**config.mk**
```make
export PLATFORM = sky130hd
export DESIGN_NAME = nbv_arith_unit
export DESIGN_NICKNAME = d
export VERILOG_FILES = /design/src/hw/rtl/nbv_pkg.sv /design/src/hw/rtl/nbv_arith_unit.sv
export SDC_FILE = /design/constraint.sdc
export NUM_CORES = 2
export LEC_CHECK = 0
export BUFFER_PORTS_ARGS = -buffer_cell sky130_fd_sc_hd__buf_2
export CORE_ASPECT_RATIO = 0.9
export CORE_UTILIZATION = 40
export CTS_BUF_LIST = sky130_fd_sc_hd__clkbuf_2 sky130_fd_sc_hd__clkbuf_4 sky130_fd_sc_hd__clkbuf_8
export CTS_CLUSTER_SIZE = 12
export DETAILED_ROUTE_END_ITERATION = 12
export SYNTH_ARGS = -nofsm -noshare
export SYNTH_HDL_FRONTEND = slang
export SYNTH_SLANG_ARGS = --single-unit
```
**constraint.sdc**
```tcl
create_clock -name aclk -period 24.8 [get_ports aclk]
set_clock_uncertainty 0.15 [all_clocks]
set_input_delay 2.48 -clock aclk [delete_from_list [all_inputs] [get_ports aclk]]
set_output_delay 2.48 -clock aclk [all_outputs]
set_load 0.02 [all_outputs]
```
**src/hw/rtl/nbv_pkg.sv**
```systemverilog
// shared types, constants and helpers of the n-body verlet step block
`default_nettype none
package nbv_pkg;

    localparam int NB_MAX = 64;
    localparam int IDX_W  = $clog2(NB_MAX);
    localparam int CNT_W  = IDX_W + 1;
    localparam int ADDR_W = 4;
    localparam int DIV_BPC  = 4;
    localparam int SQRT_BPC = 2;

    localparam logic [1:0] REG_TIME_STEP  = 2'd0;
    localparam logic [1:0] REG_GRAV_CONST = 2'd1;
    localparam logic [1:0] REG_MIN_DIST   = 2'd2;

    localparam logic [31:0] TIME_STEP_RST  = 32'd1092;
    localparam logic [31:0] GRAV_CONST_RST = 32'd65536;
    localparam logic [31:0] MIN_DIST_RST   = 32'd1;

    localparam logic [62:0] MAG_CAP = 63'h4000_0000_0000_0000;

    localparam logic [4:0] MUL_LAST  = 5'd4;
    localparam logic [4:0] DIV_LAST  = 5'd19;
    localparam logic [4:0] SQRT_LAST = 5'd15;

    typedef enum logic [1:0] {
        AU_MULF,
        AU_MULQ,
        AU_DIVQ,
        AU_SQRT
    } au_op_t;

    typedef struct packed {
        logic   go;
        au_op_t op;
    } au_req_t;

    typedef struct packed {
        logic done;
    } au_rsp_t;

    typedef enum logic [4:0] {
        ST_LOAD,
        ST_A_RDI,
        ST_A_LDI,
        ST_A_RDJ,
        ST_A_DIFF,
        ST_A_SQX,
        ST_A_SQY,
        ST_A_SQRT,
        ST_A_GM,
        ST_A_TERM,
        ST_A_DIV,
        ST_A_ACC,
        ST_A_WR,
        ST_P_RD,
        ST_P_LD,
        ST_P_V,
        ST_P_A1,
        ST_P_A2,
        ST_P_SUM,
        ST_P_WR,
        ST_V_RD,
        ST_V_LD,
        ST_V_MUL,
        ST_V_SUM,
        ST_V_OUT
    } nbv_state_t;

    function automatic logic signed [31:0] sat32(input logic signed [63:0] v);
        logic signed [31:0] r;
        if (v > 64'sd2147483647) begin
            r = 32'sh7fff_ffff;
        end else if (v < -64'sd2147483648) begin
            r = 32'sh8000_0000;
        end else begin
            r = v[31:0];
        end
        return r;
    endfunction

    function automatic logic signed [63:0] sext64(input logic signed [31:0] v);
        return {{32{v[31]}}, v};
    endfunction

    function automatic logic [31:0] abs32(input logic signed [31:0] v);
        return v[31] ? 32'(-v) : 32'(v);
    endfunction

    function automatic logic [32:0] abs33(input logic signed [32:0] v);
        return v[32] ? 33'(-v) : 33'(v);
    endfunction

endpackage
`default_nettype wire

```
**src/hw/rtl/nbv_arith_unit.sv**
```systemverilog
// shared multi-cycle multiply, divide and square root unit
`default_nettype none
module nbv_arith_unit (
    input  wire logic           aclk,
    input  wire logic           aresetn,
    input  wire nbv_pkg::au_req_t req,
    input  wire logic [63:0]    opa,
    input  wire logic [63:0]    opb,
    output nbv_pkg::au_rsp_t    rsp,
    output logic [63:0]         res
);

    nbv_pkg::au_op_t op_reg, op_next;
    logic            busy_reg, busy_next;
    logic            done_reg, done_next;
    logic [4:0]      cnt_reg, cnt_next;
    logic [63:0]     a_reg, a_next;
    logic [63:0]     b_reg, b_next;
    logic [127:0]    prod_reg, prod_next;
    logic [63:0]     pp_reg, pp_next;
    logic [79:0]     qr_reg, qr_next;
    logic [31:0]     rem_reg, rem_next;
    logic [63:0]     sx_reg, sx_next;
    logic [33:0]     srem_reg, srem_next;
    logic [31:0]     root_reg, root_next;

    logic [31:0]     ma, mb;
    logic [1:0]      pidx;
    logic [127:0]    pp_sh;
    logic [32:0]     r33;
    logic [35:0]     r36, tr36;
    logic [4:0]      last;

    assign rsp.done = done_reg;

    always_comb begin
        busy_next = busy_reg;
        done_next = 1'b0;
        cnt_next  = cnt_reg;
        op_next   = op_reg;
        a_next    = a_reg;
        b_next    = b_reg;
        prod_next = prod_reg;
        pp_next   = pp_reg;
        qr_next   = qr_reg;
        rem_next  = rem_reg;
        sx_next   = sx_reg;
        srem_next = srem_reg;
        root_next = root_reg;
        ma        = cnt_reg[1] ? a_reg[63:32] : a_reg[31:0];
        mb        = cnt_reg[0] ? b_reg[63:32] : b_reg[31:0];
        pidx      = 2'(cnt_reg - 5'd1);
        r33       = '0;
        r36       = '0;
        tr36      = '0;
        case (pidx)
            2'd0:    pp_sh = {64'h0, pp_reg};
            2'd1:    pp_sh = {32'h0, pp_reg, 32'h0};
            2'd2:    pp_sh = {32'h0, pp_reg, 32'h0};
            default: pp_sh = {pp_reg, 64'h0};
        endcase
        case (op_reg)
            nbv_pkg::AU_DIVQ: last = nbv_pkg::DIV_LAST;
            nbv_pkg::AU_SQRT: last = nbv_pkg::SQRT_LAST;
            default:          last = nbv_pkg::MUL_LAST;
        endcase
        if (req.go && !busy_reg) begin
            busy_next = 1'b1;
            cnt_next  = '0;
            op_next   = req.op;
            a_next    = opa;
            b_next    = opb;
            prod_next = '0;
            qr_next   = {1'b0, opa[62:0], 16'h0};
            rem_next  = '0;
            sx_next   = opa;
            srem_next = '0;
            root_next = '0;
        end else if (busy_reg) begin
            case (op_reg)
                nbv_pkg::AU_DIVQ: begin
                    for (int s = 0; s < nbv_pkg::DIV_BPC; s++) begin
                        r33     = {rem_next, qr_next[79]};
                        qr_next = {qr_next[78:0], 1'b0};
                        if (r33 >= {1'b0, b_reg[31:0]}) begin
                            rem_next   = 32'(r33 - {1'b0, b_reg[31:0]});
                            qr_next[0] = 1'b1;
                        end else begin
                            rem_next = r33[31:0];
                        end
                    end
                end
                nbv_pkg::AU_SQRT: begin
                    for (int s = 0; s < nbv_pkg::SQRT_BPC; s++) begin
                        r36     = {srem_next, sx_next[63:62]};
                        sx_next = {sx_next[61:0], 2'b00};
                        tr36    = {2'b00, root_next, 2'b01};
                        if (r36 >= tr36) begin
                            srem_next = 34'(r36 - tr36);
                            root_next = {root_next[30:0], 1'b1};
                        end else begin
                            srem_next = r36[33:0];
                            root_next = {root_next[30:0], 1'b0};
                        end
                    end
                end
                default: begin
                    if (cnt_reg < nbv_pkg::MUL_LAST) begin
                        pp_next = ma * mb;
                    end
                    if (cnt_reg != 5'd0) begin
                        prod_next = prod_reg + pp_sh;
                    end
                end
            endcase
            if (cnt_reg == last) begin
                busy_next = 1'b0;
                done_next = 1'b1;
            end else begin
                cnt_next = cnt_reg + 5'd1;
            end
        end
    end

    always_comb begin
        case (op_reg)
            nbv_pkg::AU_MULF: res = prod_reg[63:0];
            nbv_pkg::AU_MULQ: res = (|prod_reg[127:78]) ? {1'b0, nbv_pkg::MAG_CAP}
                                                         : {2'b00, prod_reg[77:16]};
            nbv_pkg::AU_DIVQ: res = (|qr_reg[79:62]) ? {1'b0, nbv_pkg::MAG_CAP}
                                                      : {2'b00, qr_reg[61:0]};
            nbv_pkg::AU_SQRT: res = {32'h0, root_reg};
            default:          res = prod_reg[63:0];
        endcase
    end

    always_ff @(posedge aclk) begin
        if (!aresetn) begin
            busy_reg <= 1'b0;
            done_reg <= 1'b0;
            cnt_reg  <= '0;
            op_reg   <= nbv_pkg::AU_MULF;
        end else begin
            busy_reg <= busy_next;
            done_reg <= done_next;
            cnt_reg  <= cnt_next;
            op_reg   <= op_next;
        end
    end

    always_ff @(posedge aclk) begin
        a_reg    <= a_next;
        b_reg    <= b_next;
        prod_reg <= prod_next;
        pp_reg   <= pp_next;
        qr_reg   <= qr_next;
        rem_reg  <= rem_next;
        sx_reg   <= sx_next;
        srem_reg <= srem_next;
        root_reg <= root_next;
    end

endmodule
`default_nettype wire

```
==> results.py <==
metrics = {
    "global_routing": {
        "antenna_found_initial": 13,
        "grt_max_degree": 133,
        "grt_pass1_vias": 64248,
        "grt_overflow": 0,
        "grt_usage_pct": 30.14,
        "grt_pass1_wl_mm": 421.4,
    },
    "setup_path": {
        "r2r_cells": 49,
        "cp_slowest_cell": "o31ai_1",
        "critical_path_class": "flop to flop",
        "r2r_start": "b_reg[3]",
        "reg2reg_slack_ps": 9510,
        "crit_path_max_incr_delay_ps": 840,
        "cp_top_family": "compound AO/OA/AOI/OAI gates",
        "cp_num_cells": 49,
        "required_ps": 25390,
        "endpoint_kind": "flop",
        "cp_max_fo": 36,
        "worstPathArrival_ps": 15880,
        "critPathLaunchType": "flop",
        "reg2reg_to": "rem_reg[4]",
        "cp_num_buf_inv": 3,
    },
    "clocking": {
        "cts_hold_buffers": 0,
        "numCtsBuffers": 106,
        "ctsLongestPathBuffers": 3,
        "tritoncts": "built",
        "cts_setup_buffers": 0,
        "cts.sinks": 571,
        "clock_latency_ps": 920,
        "post_cts_resize_count": 0,
        "clk_pin_slew_ps": 70,
        "clock-root-buffer": "clkbuf_8",
        "htreeDepth": 3,
    },
    "detailed_routing": {
        "first_pass_iters": 9,
        "wirelength_mm": 285.4,
        "first_iter_violations": 6897,
        "vias": 65236,
        "viasPerCell": 5.756,
        "ant_nets": 0,
        "drc": 0,
        "avgRoutedWirePerCell_um": 25.18,
    },
    "sta": {
        "fin_crit_sh_pct": 61.66,
        "worstMarginPinSlew_ps": 1305,
        "hold_viol_final": 0,
        "holdWs_ps": 321.5,
        "maxClockFrequency_mhz": 65.40,
        "slew_headroom_pct": 11.30,
        "min_period_ps": 15290,
        "setup_tns_ps": 0,
        "setup_viol": 0,
        "slew_viol_final": 0,
        "rsz0062_at_grt": "no",
    },
    "place": {
        "portBuffers": 197,
        "placed_area_mm2": 0.07784,
        "post-dp-hpwl_mm": 223.7,
        "place.gp.congestion": 1.025,
    },
    "logic_synthesis": {
        "synth_top_area_cell": "fa_1",
        "avgSynthCellArea_um2": 8.411,
        "synthFlopType": "edfxtp_1",
        "async_reset_ff_share_pct": 0,
        "synth_enable_flop_cells": 319,
        "seq_area_frac_synth_pct": 19.71,
        "synth_area_mm2": 0.07419,
        "yosys.area.top_type_share_pct": 24.31,
        "ys.warnings.count": 0,
        "synth_area_leaders": "fa_1 (24%), edfxtp_1 (13%), ha_1 (10%)",
        "syn_inst": 8820,
        "synth_seq_cells": 571,
        "syn_nets": 10444,
        "synth.distinct_cells": 93,
    },
    "floorplanning": {
        "die_area_mm2": 0.1872,
        "io_pins": 198,
        "floorplan.rows": 149,
        "fp.dieH_um": 410.6,
        "initial_utilization_pct": 40.36,
        "coreArea_mm2": 0.1838,
        "fp.dieW_um": 456.0,
    },
    "hold_path": {
        "holdPathStages": 2,
        "hp-class": "flop to flop",
        "hold_start": "rem_reg[22]",
        "whs_endpoint": "rem_reg[22]",
    },
    "cells_and_area": {
        "post-route-util_pct": 43.73,
        "areaGrowthSynthToFinish_pct": 8.353,
        "drive_gt1_share_pct": 8.031,
        "fillers": 18241,
        "largest_reg_flops": 128,
        "final_cell_area_mm2": 0.08038,
        "nets": 10446,
    },
    "run": {
        "drv_cap": 0,
    },
    "status": {
        "status": "finished clean",
    },
}
## how the worst max path moves through the flow
stage / start / to / slack, ps
after floorplan: b_reg[1] / rem_reg[29] / 13700
after global placement: b_reg[3] / rem_reg[4] / 10160
after detailed placement: b_reg[3] / rem_reg[4] / 9880
after CTS: b_reg[3] / rem_reg[4] / 9820
after global routing: b_reg[3] / rem_reg[4] / 8960
final: b_reg[3] / rem_reg[4] / 9510
## metal layers
layer | track usage [%] | share of wire, % | wire [um] | vias up
li1 | - | - | - | 29141
met1 | 42.32 | 44 | 124700 | 32580
met2 | 44.85 | 42 | 120300 | 2993
met3 | 6.019 | 9.3 | 26660 | 518
met4 | 13.13 | 4.8 | 13710 | 4
met5 | 0 | 0.015 | 44 | -
## cell families after synthesis
| group | count (synthesis) | synth area share, % |
|---|---|---|
| mux | 145 | 2.081 |
| compound gates | 1785 | 15.11 |
| flops | 571 | 19.71 |
| fa+ha+maj | 1491 | 34.26 |
| buf+inv | 1580 | 8.090 |
| simple gates | 2908 | 16.73 |
| xor+xnor | 340 | 4.014 |
## layout by cell type (no fill, tap or decap), drive strengths merged, types with 211 or more instances in the layout
cell type / instances
nor2: 596
fa: 901
buf: 328
inv: 1149
ha: 590
o21ai: 412
nand2: 1654
a21oi: 624
edfxtp: 319
a21o: 211
dfxtp: 252
xnor2: 220
## final cells by class
| type | count | area (um^2) | area share (%) |
|---|---|---|---|
| clock buffer | 149 | 1863 | 2.318 |
| sequential | 571 | 14630 | 18.20 |
| antenna | 2 | 5.005 | 0.006226 |
| tap | 2416 | 3023 | 3.761 |
| timing repair buffer | 328 | 1982 | 2.466 |
| inverter | 1146 | 4309 | 5.361 |
| multi-input combinational | 6669 | 53900 | 67.05 |
| clock inverter | 53 | 673.1 | 0.8374 |
## Yosys cell counts (23+ instances only)
cell	instances
buf_1	30
clkbuf_1	382
nor2_1	595
inv_1	1145
a21o_1	211
xnor2_1	220
nand2b_1	48
mux2i_1	74
a21oi_1	618
ha_1	590
nor3_1	54
fa_1	901
edfxtp_1	319
a31oi_1	38
nand3_1	154
nand2_1	1654
and2_1	109
xor2_1	120
o21a_1	60
and3_1	40
nor2b_1	41
o21bai_1	67
nor4_1	35
o31ai_1	23
o21ai_0	355
a211oi_1	48
a21boi_0	28
a222oi_1	30
o21ai_1	55
dfxtp_1	252
nand4_1	99
a22o_1	66
mux2_2	70
## worst min-delay path, cell delays in order (launching register included)
cell and delay [ps]:
dfxtp_1 320, nand2_1 50, o21ai_1 50
## through the flow
step | std cells | setup slack [ps]
after floorplan | 8820 | 13700
after global placement | 11130 | 10160
after detailed placement | 11130 | 9877
after CTS | 11332 | 9821
after global routing | 11333 | 8963
final | 11334 | 9509
Power is not shown: default switching activity piles up to over one toggle a cycle in this logic, so the estimate is an artifact.
